<file path="config.mk">
export PLATFORM = sky130hd
export DESIGN_NAME = lightmap_bilinear_style_sampler
export DESIGN_NICKNAME = d
export VERILOG_FILES = /design/src/hw/rtl/lbss_pkg.sv /design/src/hw/rtl/lightmap_bilinear_style_sampler.sv /design/src/hw/rtl/lbss_ctrl.sv /design/src/hw/rtl/lbss_datapath.sv
export VERILOG_INCLUDE_DIRS = /design/src /design/src/hw/rtl
export SDC_FILE = /design/constraint.sdc
export NUM_CORES = 2
export LEC_CHECK = 0
export BUFFER_PORTS_ARGS = -buffer_cell sky130_fd_sc_hd__clkbuf_2
export CAP_MARGIN = 20
export CORE_UTILIZATION = 40
export CTS_CLUSTER_SIZE = 28
export DETAILED_ROUTE_END_ITERATION = 10
export SLEW_MARGIN = 20
export SYNTH_ARGS = -nofsm -noshare
export SYNTH_HDL_FRONTEND = slang
export SYNTH_SLANG_ARGS = --single-unit
</file>
<file path="constraint.sdc">
create_clock -name clock -period 9.8 [get_ports clock]
set_input_delay 0.98 -clock clock [delete_from_list [all_inputs] [get_ports clock]]
set_output_delay 0.98 -clock clock [all_outputs]
set_load 0.01 [all_outputs]
</file>
<file path="src/hw/rtl/lightmap_bilinear_style_sampler_defines.svh">
// ---------------------------------------------------------------------------
// lightmap sampler assertion macros
// concurrent check wrappers, compiled out when ASSERT_OFF is set
// ---------------------------------------------------------------------------
`ifndef LIGHTMAP_BILINEAR_STYLE_SAMPLER_DEFINES_SVH
`define LIGHTMAP_BILINEAR_STYLE_SAMPLER_DEFINES_SVH

`ifndef ASSERT_OFF
`define ASSERT_IMPLIES(label, clk, rst, ante, cons) \
   label: assert property (@(posedge clk) disable iff (rst) (ante) |-> (cons)) \
      else $error("%m: check failed");
`define ASSERT_NEXT(label, clk, rst, ante, cons) \
   label: assert property (@(posedge clk) disable iff (rst) (ante) |=> (cons)) \
      else $error("%m: check failed");
`else
`define ASSERT_IMPLIES(label, clk, rst, ante, cons)
`define ASSERT_NEXT(label, clk, rst, ante, cons)
`endif

`endif

</file>
<file path="src/hw/rtl/lbss_pkg.sv">
// ---------------------------------------------------------------------------
// lightmap sampler package
// beat types, command and status structs, shared constants
// ---------------------------------------------------------------------------
`timescale 1ns / 1ps

package lbss_pkg;

   localparam int SumWidth  = 18;
   localparam int OutWidth  = 20;
   localparam int GainWidth = 16;

   localparam logic [SumWidth-1:0]  SUM_MAX    = '1;
   localparam logic [OutWidth-1:0]  OUT_MAX    = '1;
   localparam logic [GainWidth-1:0] GAIN_RESET = 16'd256;

   localparam logic [1:0] CH_RED   = 2'd0;
   localparam logic [1:0] CH_GREEN = 2'd1;
   localparam logic [1:0] CH_BLUE  = 2'd2;

   typedef struct packed {
      logic        last_style;
      logic [3:0]  frac_t;
      logic [3:0]  frac_s;
      logic [15:0] style_scale_blue;
      logic [15:0] style_scale_green;
      logic [15:0] style_scale_red;
      logic [23:0] texel_bottom_right;
      logic [23:0] texel_bottom_left;
      logic [23:0] texel_top_right;
      logic [23:0] texel_top_left;
   } req_type;

   typedef struct packed {
      logic [OutWidth-1:0] light_blue;
      logic [OutWidth-1:0] light_green;
      logic [OutWidth-1:0] light_red;
   } rsp_type;

   typedef enum logic [5:0] {
      S_IDLE    = 6'b000001,
      S_ACCUM   = 6'b000010,
      S_ROW     = 6'b000100,
      S_COL     = 6'b001000,
      S_GAIN    = 6'b010000,
      S_PUBLISH = 6'b100000
   } state_type;

   typedef struct packed {
      logic       load;
      logic       accum;
      logic       lerp_row;
      logic       lerp_col;
      logic       gain_step;
      logic       publish;
      logic [1:0] chan;
   } cmd_type;

   typedef struct packed {
      logic last_style;
      logic rsp_busy;
   } status_type;

endpackage

</file>
<file path="src/hw/rtl/lightmap_bilinear_style_sampler.sv">
// ---------------------------------------------------------------------------
// lightmap bilinear style sampler
// sums scaled corner texels over light styles, then lerps and applies gain
// ---------------------------------------------------------------------------
// A style map that is not marked last is taken in the idle state and then
// accumulated, one colour channel per cycle across four corner product
// lanes. A map marked last then goes, before the next beat is accepted,
// through row lerp, column lerp and gain multiply (one shared unit) for each
// channel in turn, then through a load of the result register; that load
// waits while an earlier result is still untaken. The result register lets
// a new beat in while a result is pending. Maps beyond MAX_STYLES for one
// sample point add nothing. The gain register always takes a write.
`timescale 1ns / 1ps
`include "lightmap_bilinear_style_sampler_defines.svh"

module lightmap_bilinear_style_sampler #(
   parameter int MAX_STYLES = 4
) (
   input  logic              clock,
   input  logic              reset,
   input  logic              req_valid,
   output logic              req_ready,
   input  lbss_pkg::req_type req_data,
   output logic              rsp_valid,
   input  logic              rsp_ready,
   output lbss_pkg::rsp_type rsp_data,
   input  logic              csr_valid,
   output logic              csr_ready,
   input  logic [15:0]       csr_data
);

   lbss_pkg::cmd_type    cmd;
   lbss_pkg::status_type status;
   logic [4:0]           strobes;

   assign csr_ready = 1'b1;

   lbss_ctrl u_ctrl (
      .clock     (clock),
      .reset     (reset),
      .req_valid (req_valid),
      .req_ready (req_ready),
      .status    (status),
      .cmd       (cmd)
   );

   lbss_datapath #(
      .MAX_STYLES (MAX_STYLES)
   ) u_datapath (
      .clock     (clock),
      .reset     (reset),
      .cmd       (cmd),
      .status    (status),
      .req_data  (req_data),
      .csr_valid (csr_valid),
      .csr_data  (csr_data),
      .rsp_ready (rsp_ready),
      .rsp_valid (rsp_valid),
      .rsp_data  (rsp_data)
   );

   assign strobes = {cmd.accum, cmd.lerp_row, cmd.lerp_col, cmd.gain_step, cmd.publish};

   `ASSERT_NEXT(a_busy_after_beat, clock, reset, req_valid && req_ready, !req_ready)
   `ASSERT_IMPLIES(a_no_overwrite, clock, reset, cmd.publish, !status.rsp_busy)
   `ASSERT_NEXT(a_publish_shows, clock, reset, cmd.publish, rsp_valid)
   `ASSERT_IMPLIES(a_one_step, clock, reset, 1'b1, $onehot0(strobes))

endmodule

</file>
<file path="src/hw/rtl/lbss_ctrl.sv">
// ---------------------------------------------------------------------------
// lightmap sampler controller
// sequences accumulation, interpolation and gain one channel at a time
// ---------------------------------------------------------------------------
`timescale 1ns / 1ps

module lbss_ctrl (
   input  logic                 clock,
   input  logic                 reset,
   input  logic                 req_valid,
   output logic                 req_ready,
   input  lbss_pkg::status_type status,
   output lbss_pkg::cmd_type    cmd
);

   lbss_pkg::state_type state_ff, state_in;
   logic [1:0]          chan_ff, chan_in;
   logic                chan_end;

   assign chan_end  = (chan_ff == lbss_pkg::CH_BLUE);
   assign req_ready = (state_ff == lbss_pkg::S_IDLE);

   always_comb begin
      state_in      = state_ff;
      chan_in       = chan_ff;
      cmd           = '0;
      cmd.chan      = chan_ff;
      case (state_ff)
         lbss_pkg::S_IDLE: begin
            if (req_valid) begin
               cmd.load = 1'b1;
               chan_in  = lbss_pkg::CH_RED;
               state_in = lbss_pkg::S_ACCUM;
            end
         end
         lbss_pkg::S_ACCUM: begin
            cmd.accum = 1'b1;
            if (chan_end) begin
               chan_in  = lbss_pkg::CH_RED;
               state_in = status.last_style ? lbss_pkg::S_ROW : lbss_pkg::S_IDLE;
            end else begin
               chan_in = chan_ff + 2'd1;
            end
         end
         lbss_pkg::S_ROW: begin
            cmd.lerp_row = 1'b1;
            state_in     = lbss_pkg::S_COL;
         end
         lbss_pkg::S_COL: begin
            cmd.lerp_col = 1'b1;
            state_in     = lbss_pkg::S_GAIN;
         end
         lbss_pkg::S_GAIN: begin
            cmd.gain_step = 1'b1;
            if (chan_end) begin
               chan_in  = lbss_pkg::CH_RED;
               state_in = lbss_pkg::S_PUBLISH;
            end else begin
               chan_in  = chan_ff + 2'd1;
               state_in = lbss_pkg::S_ROW;
            end
         end
         lbss_pkg::S_PUBLISH: begin
            if (!status.rsp_busy) begin
               cmd.publish = 1'b1;
               state_in    = lbss_pkg::S_IDLE;
            end
         end
         default: begin
            state_in = lbss_pkg::S_IDLE;
            chan_in  = lbss_pkg::CH_RED;
         end
      endcase
   end

   always_ff @(posedge clock) begin
      if (reset) begin
         state_ff <= lbss_pkg::S_IDLE;
         chan_ff  <= lbss_pkg::CH_RED;
      end else begin
         state_ff <= state_in;
         chan_ff  <= chan_in;
      end
   end

endmodule

</file>
<file path="src/hw/rtl/lbss_datapath.sv">
// ---------------------------------------------------------------------------
// lightmap sampler datapath
// style accumulators, shared lerp and gain units, result register
// ---------------------------------------------------------------------------
`timescale 1ns / 1ps

module lbss_datapath #(
   parameter int MAX_STYLES = 4
) (
   input  logic                   clock,
   input  logic                   reset,
   input  lbss_pkg::cmd_type      cmd,
   output lbss_pkg::status_type   status,
   input  lbss_pkg::req_type      req_data,
   input  logic                   csr_valid,
   input  logic [15:0]            csr_data,
   input  logic                   rsp_ready,
   output logic                   rsp_valid,
   output lbss_pkg::rsp_type      rsp_data
);

   localparam int CountWidth = $clog2(MAX_STYLES + 1);
   localparam int SW         = lbss_pkg::SumWidth;
   localparam int OW         = lbss_pkg::OutWidth;
   localparam int GW         = lbss_pkg::GainWidth;

   function automatic logic [SW-1:0] lerp16(input logic [SW-1:0] a,
                                            input logic [SW-1:0] b,
                                            input logic [3:0]    f);
      logic signed [SW:0]   d;
      logic signed [SW+5:0] p;
      logic signed [SW+1:0] r;
      d = $signed({1'b0, b}) - $signed({1'b0, a});
      p = (SW + 6)'(d) * (SW + 6)'($signed({1'b0, f}));
      r = (SW + 2)'(p >>> 4) + $signed({2'b00, a});
      return r[SW-1:0];
   endfunction

   lbss_pkg::req_type req_ff;
   logic              room_ff;
   logic [CountWidth-1:0] count_ff, count_in;
   logic [GW-1:0]     gain_ff;

   logic [3:0][SW-1:0] acc_ff [3];
   logic [3:0][SW-1:0] acc_in [3];
   logic [3:0][SW-1:0] row;
   logic [3:0][SW-1:0] row_new;

   logic [3:0][23:0] texel;
   logic [3:0][7:0]  texel_byte;
   logic [15:0]      scale;
   logic [23:0]      prod   [4];
   logic [SW:0]      sum    [4];

   logic [SW-1:0] top_ff, bot_ff, v_ff;
   logic [SW+GW-1:0] gain_prod;
   logic [SW+GW-9:0] gain_shift;
   logic [OW-1:0]    gain_sat;
   logic [OW-1:0]    stage_red_ff, stage_green_ff, stage_blue_ff;

   logic              rsp_valid_ff, rsp_valid_in;
   lbss_pkg::rsp_type rsp_ff;

   assign texel = {req_ff.texel_bottom_right, req_ff.texel_bottom_left,
                   req_ff.texel_top_right, req_ff.texel_top_left};

   // channel select for the accumulate and row lerp steps
   always_comb begin
      row   = acc_ff[0];
      scale = req_ff.style_scale_red;
      for (int c = 0; c < 4; c++) texel_byte[c] = texel[c][7:0];
      case (cmd.chan)
         lbss_pkg::CH_RED: begin
            row   = acc_ff[0];
            scale = req_ff.style_scale_red;
         end
         lbss_pkg::CH_GREEN: begin
            row   = acc_ff[1];
            scale = req_ff.style_scale_green;
            for (int c = 0; c < 4; c++) texel_byte[c] = texel[c][15:8];
         end
         lbss_pkg::CH_BLUE: begin
            row   = acc_ff[2];
            scale = req_ff.style_scale_blue;
            for (int c = 0; c < 4; c++) texel_byte[c] = texel[c][23:16];
         end
         default: begin
            row   = acc_ff[0];
            scale = req_ff.style_scale_red;
         end
      endcase
   end

   // four corner lanes, saturating add
   always_comb begin
      for (int c = 0; c < 4; c++) begin
         prod[c]    = {16'h0000, texel_byte[c]} * {8'h00, scale};
         sum[c]     = {1'b0, row[c]} + {3'b000, prod[c][23:8]};
         row_new[c] = sum[c][SW] ? lbss_pkg::SUM_MAX : sum[c][SW-1:0];
      end
   end

   always_comb begin
      acc_in = acc_ff;
      if (cmd.publish) begin
         for (int k = 0; k < 3; k++) acc_in[k] = '0;
      end else if (cmd.accum && room_ff) begin
         case (cmd.chan)
            lbss_pkg::CH_RED:   acc_in[0] = row_new;
            lbss_pkg::CH_GREEN: acc_in[1] = row_new;
            lbss_pkg::CH_BLUE:  acc_in[2] = row_new;
            default:            acc_in = acc_ff;
         endcase
      end
   end

   always_comb begin
      count_in = count_ff;
      if (cmd.publish) begin
         count_in = '0;
      end else if (cmd.load && (count_ff < CountWidth'(MAX_STYLES))) begin
         count_in = count_ff + CountWidth'(1);
      end
   end

   assign gain_prod  = {{GW{1'b0}}, v_ff} * {{SW{1'b0}}, gain_ff};
   assign gain_shift = gain_prod[SW+GW-1:8];
   assign gain_sat   = (|gain_shift[SW+GW-9:OW]) ? lbss_pkg::OUT_MAX : gain_shift[OW-1:0];

   always_ff @(posedge clock) begin
      if (reset) begin
         for (int k = 0; k < 3; k++) acc_ff[k] <= '0;
         count_ff <= '0;
         room_ff  <= 1'b0;
         gain_ff  <= lbss_pkg::GAIN_RESET;
      end else begin
         acc_ff   <= acc_in;
         count_ff <= count_in;
         if (cmd.load) room_ff <= (count_ff < CountWidth'(MAX_STYLES));
         if (csr_valid) gain_ff <= csr_data;
      end
   end

   always_ff @(posedge clock) begin
      if (cmd.load) req_ff <= req_data;
      if (cmd.lerp_row) begin
         top_ff <= lerp16(row[0], row[1], req_ff.frac_s);
         bot_ff <= lerp16(row[2], row[3], req_ff.frac_s);
      end
      if (cmd.lerp_col) v_ff <= lerp16(top_ff, bot_ff, req_ff.frac_t);
      if (cmd.gain_step) begin
         case (cmd.chan)
            lbss_pkg::CH_RED:   stage_red_ff   <= gain_sat;
            lbss_pkg::CH_GREEN: stage_green_ff <= gain_sat;
            lbss_pkg::CH_BLUE:  stage_blue_ff  <= gain_sat;
            default:            stage_red_ff   <= stage_red_ff;
         endcase
      end
      if (cmd.publish) begin
         rsp_ff.light_red   <= stage_red_ff;
         rsp_ff.light_green <= stage_green_ff;
         rsp_ff.light_blue  <= stage_blue_ff;
      end
   end

   assign rsp_valid_in = cmd.publish | (rsp_valid_ff & ~rsp_ready);

   always_ff @(posedge clock) begin
      if (reset) begin
         rsp_valid_ff <= 1'b0;
      end else begin
         rsp_valid_ff <= rsp_valid_in;
      end
   end

   assign rsp_valid         = rsp_valid_ff;
   assign rsp_data          = rsp_ff;
   assign status.last_style = req_ff.last_style;
   assign status.rsp_busy   = rsp_valid_ff & ~rsp_ready;

endmodule

</file>
==> metrics.txt <==
Max-Cap Viols 0; post-synthesis simple-gate area fraction 15.8%; ys flop type edfxtp_1; Die X slightly below 400 um; Req. time, crit path just over 10 ns; Post-Layout Cell Count about 8,600; Total Routing Usage GR a little over a fifth; first-pass GRT wire length approximately 250,000 um; Vias/cell 5.25; Avg WL per Cell ~19 um; Max Fanout on Critical Path 60; Slew @ Worst Pin around 0.96 ns; worst hold path class flop to flop; Async S/R FF share, synth 0%; Finish-stage setup viols 0; Hold Slack 0.404 ns; Crit. End Element flop; initial antenna violation count 1; slowest cell on the critical path a21o_1; Area Growth Syn to Fin 10.5%; syn nets about 8,000; Slew HR 35.7%; routed wire length roughly 160,000 um; placed cell count ~8,500; DP HPWL 124,000 um; Final Skew around 0.044 ns; worst r2r path cells 33; r2r endpoint u_datapath.acc_ff[215]; maximum clock path buffer count 3; post-synthesis compound-gate area fraction around an eighth; main combinational cell family by area after synthesis adder cells; Slew Limit Fails 0; hold_sp u_datapath.stage_green_ff[5]; Post-Synth Adder-Cell Area between 30% and 40%; number of global-route vias before repair 46,104; CTS tree yes; Worst-Skew Late Latency 0.69 ns; Netlist cell types slightly above 90; filler cell count 14,109; syn avg cell area 9.05 sq um; CTS sink count 572; number of routed nets with antenna violations 0; Syn. warnings 0; largest net degree at the start of global routing roughly 80; Crit Path Class flop to flop; WP buf/inv 2; Residual DRC 0; PortBufs roughly 240; Starting DRT DRC Count around 3,000; gr ovfl total 0; area occupied by multi-input gates about 39,000 sq um; Core Region around 150,000 sq um; via count about 45,000; Num CTS Buffers 70; Clock Tree Root clkbuf_16; Reg area around 15,000 sq um; Crit path max-delay family compound AO/OA/AOI/OAI gates; hold buffers post-CTS 0; register area share after synthesis between 20% and 30%; multiplexer area fraction after synthesis 0.428%; maximum clock rate 108 MHz; chip height about 390 um; Worst EP arrival approximately 10 ns; drt pass-1 iters 6; Hold Path Depth 0; Post-synth EDFFs between 300 and 400; most used cell, CP a21o_1; Core Util, Final 44.6%; Hold Fails Final Rpt 0; Min-Delay Endpoint u_datapath.rsp_data[25]; die footprint around 150,000 sq um; Ports 237; Critical Path Max Stage Delay ~0.57 ns; Cell Rows 140; Initial Utilization 40.3%; Setup TNS Final 0 ns; Startpoint Class flop; period utilization 94.4%; # H-tree levels 3; RSZ-0062 raised after global routing no; Mapped Area approximately 59,000 sq um; share of layout cells above drive strength 1 between 8 and 9%; setup slack, reg-to-reg roughly 0.54 ns; Placer Congestion 0.880; Nets 8,044; Final Critical Period 9.26 ns; reg2reg start u_ctrl.chan_ff[0]; clock slew at reported path FFs about 0.070 ns; synthesis-stage register bit count between 500 and 600; run status finished clean; XOR/XNOR Fraction of Synth Area approximately 4%; synthesized instance count between 6,000 and 7,000
==> placed cells by master, fill, tap and decap left out, types with 39 or more instances in the layout <==
master / Yosys / layout
a211oi_1: 115 / 115
a21o_1: 108 / 108
a21oi_1: 322 / 319
a22oi_1: 122 / 121
a31oi_1: 39 / 39
and2_1: 294 / 291
buf_4: 9 / 140
clkbuf_16: 0 / 75
clkbuf_2: 0 / 235
dfxtp_1: 245 / 245
edfxtp_1: 327 / 327
fa_1: 666 / 666
ha_1: 535 / 532
inv_1: 946 / 944
nand2_1: 550 / 550
nand2b_1: 51 / 51
nor2_1: 860 / 859
nor2b_1: 45 / 44
nor3_1: 86 / 86
o21a_1: 62 / 62
o21ai_0: 180 / 180
xnor2_1: 203 / 203
xor2_1: 66 / 66
==> through the flow <==
stage / cell area, sq um / worst slack, ns
after floorplan: 58800 / 0.0504
after global placement: 62500 / 0.363
after detailed placement: 62500 / 0.398
after CTS: 64900 / 0.364
after global routing: 65000 / 0.00986
final: 65000 / 0.545
==> area by class of cell <==
| cell class | instances | area share [%] |
|---|---|---|
| Antenna cell | 2 | 0.00770 |
| Clock buffer | 98 | 3.23 |
| Clock inverter | 30 | 0.399 |
| Inverter | 946 | 5.48 |
| Multi-Input combinational cell | 4692 | 60.8 |
| Sequential cell | 572 | 22.7 |
| Tap cell | 1917 | 3.69 |
| Timing Repair Buffer | 387 | 3.76 |
==> cells in the mapped netlist (all sizes together), types with 14 or more instances <==
library cell  number  area [sq um]
a211oi           117           888
a21boi            19           146
a21o             108           811
a21oi            326          1650
a22oi            122           916
a31oi             41           269
and2             294          1840
and3              22           138
buf               41           213
clkbuf           243           912
dfxtp            245          4900
edfxtp           327          9820
fa               666         13300
ha               535          6690
inv              946          3550
mux2i             24           240
nand2            550          2060
nand2b            51           319
nand3             36           180
nor2             861          3230
nor2b             45           282
nor3              86           430
o211ai            14           105
o21a              62           465
o21ai            187           936
o21bai            25           188
or2               33           206
or3               20           130
xnor2            203          1780
xor2              66           578
==> metal layers <==
| layer | vias to the layer above | GRT usage, % | share of wire [%] |
|---|---|---|---|
| li1 | 21552 | - | - |
| met1 | 22510 | 28.6 | 44 |
| met5 | - | 0 | 0 |
| met3 | 219 | 2.72 | 5.1 |
| met4 | 0 | 6.24 | 2.5 |
| met2 | 1135 | 37.5 | 48 |
==> kinds of logic after synthesis <==
logic type	after synthesis
AOI/OAI and AO/OA	1125
xor gates and xnor gates	269
adders and majority gates	1214
buffers and inverters	1230
DFF	572
muxes	25
other	1
and+or+nand+nor	2058
==> flip-flops by register name, indices dropped and copies added, names as in the netlist <==
signal                     count
u_datapath.gain_ff            16
u_ctrl.state_ff                6
u_datapath.stage_green_ff     20
u_datapath.top_ff             18
u_datapath.stage_red_ff       20
u_datapath.status              1
u_datapath.bot_ff             18
u_datapath.req_ff            152
u_datapath.rsp_data           60
u_datapath.rsp_valid           1
u_datapath.v_ff               18
u_ctrl.chan_ff                 2
u_datapath.count_ff            3
u_datapath.acc_ff            216
u_datapath.room_ff             1
u_datapath.stage_blue_ff      20
==> worst register-to-register path, delay by kind of cell (launching register included) <==
| kind | cells | cell delay (ns) |
|---|---|---|
| fa+ha+maj | 7 | 2.99 |
| xor+xnor | 1 | 0.17 |
| buf+inv | 2 | 0.33 |
| compound gates | 17 | 4.09 |
| flops | 1 | 0.40 |
| simple gates | 6 | 1.15 |
==> how the worst max path moves through the flow <==
stage / startpoint / endpoint / slack, ns / cells past startpoint
4_1_cts: u_ctrl.chan_ff[1] / u_datapath.acc_ff[208] / 0.36 / 34
6_report: u_ctrl.chan_ff[0] / u_datapath.acc_ff[215] / 0.54 / 33
2_1_floorplan: u_ctrl.chan_ff[0] / u_datapath.bot_ff[17] / 0.05 / 44
3_3_place_gp: u_ctrl.chan_ff[1] / u_datapath.acc_ff[202] / 0.36 / 38
3_5_place_dp: u_ctrl.chan_ff[1] / u_datapath.acc_ff[204] / 0.40 / 34
5_1_grt: u_ctrl.chan_ff[0] / u_datapath.acc_ff[88] / 0.01 / 36
==> what timing repair did <==
action                                  CTS  global route
buffers inserted                          0             2
gates resized for setup                   0             7
endpoints found under the setup margin    0           100
hold endpoints to repair                  0             0
Power is left out: the tool's default activity adds up to more than one toggle a clock period on the data nets, which glitch-free logic cannot reach.
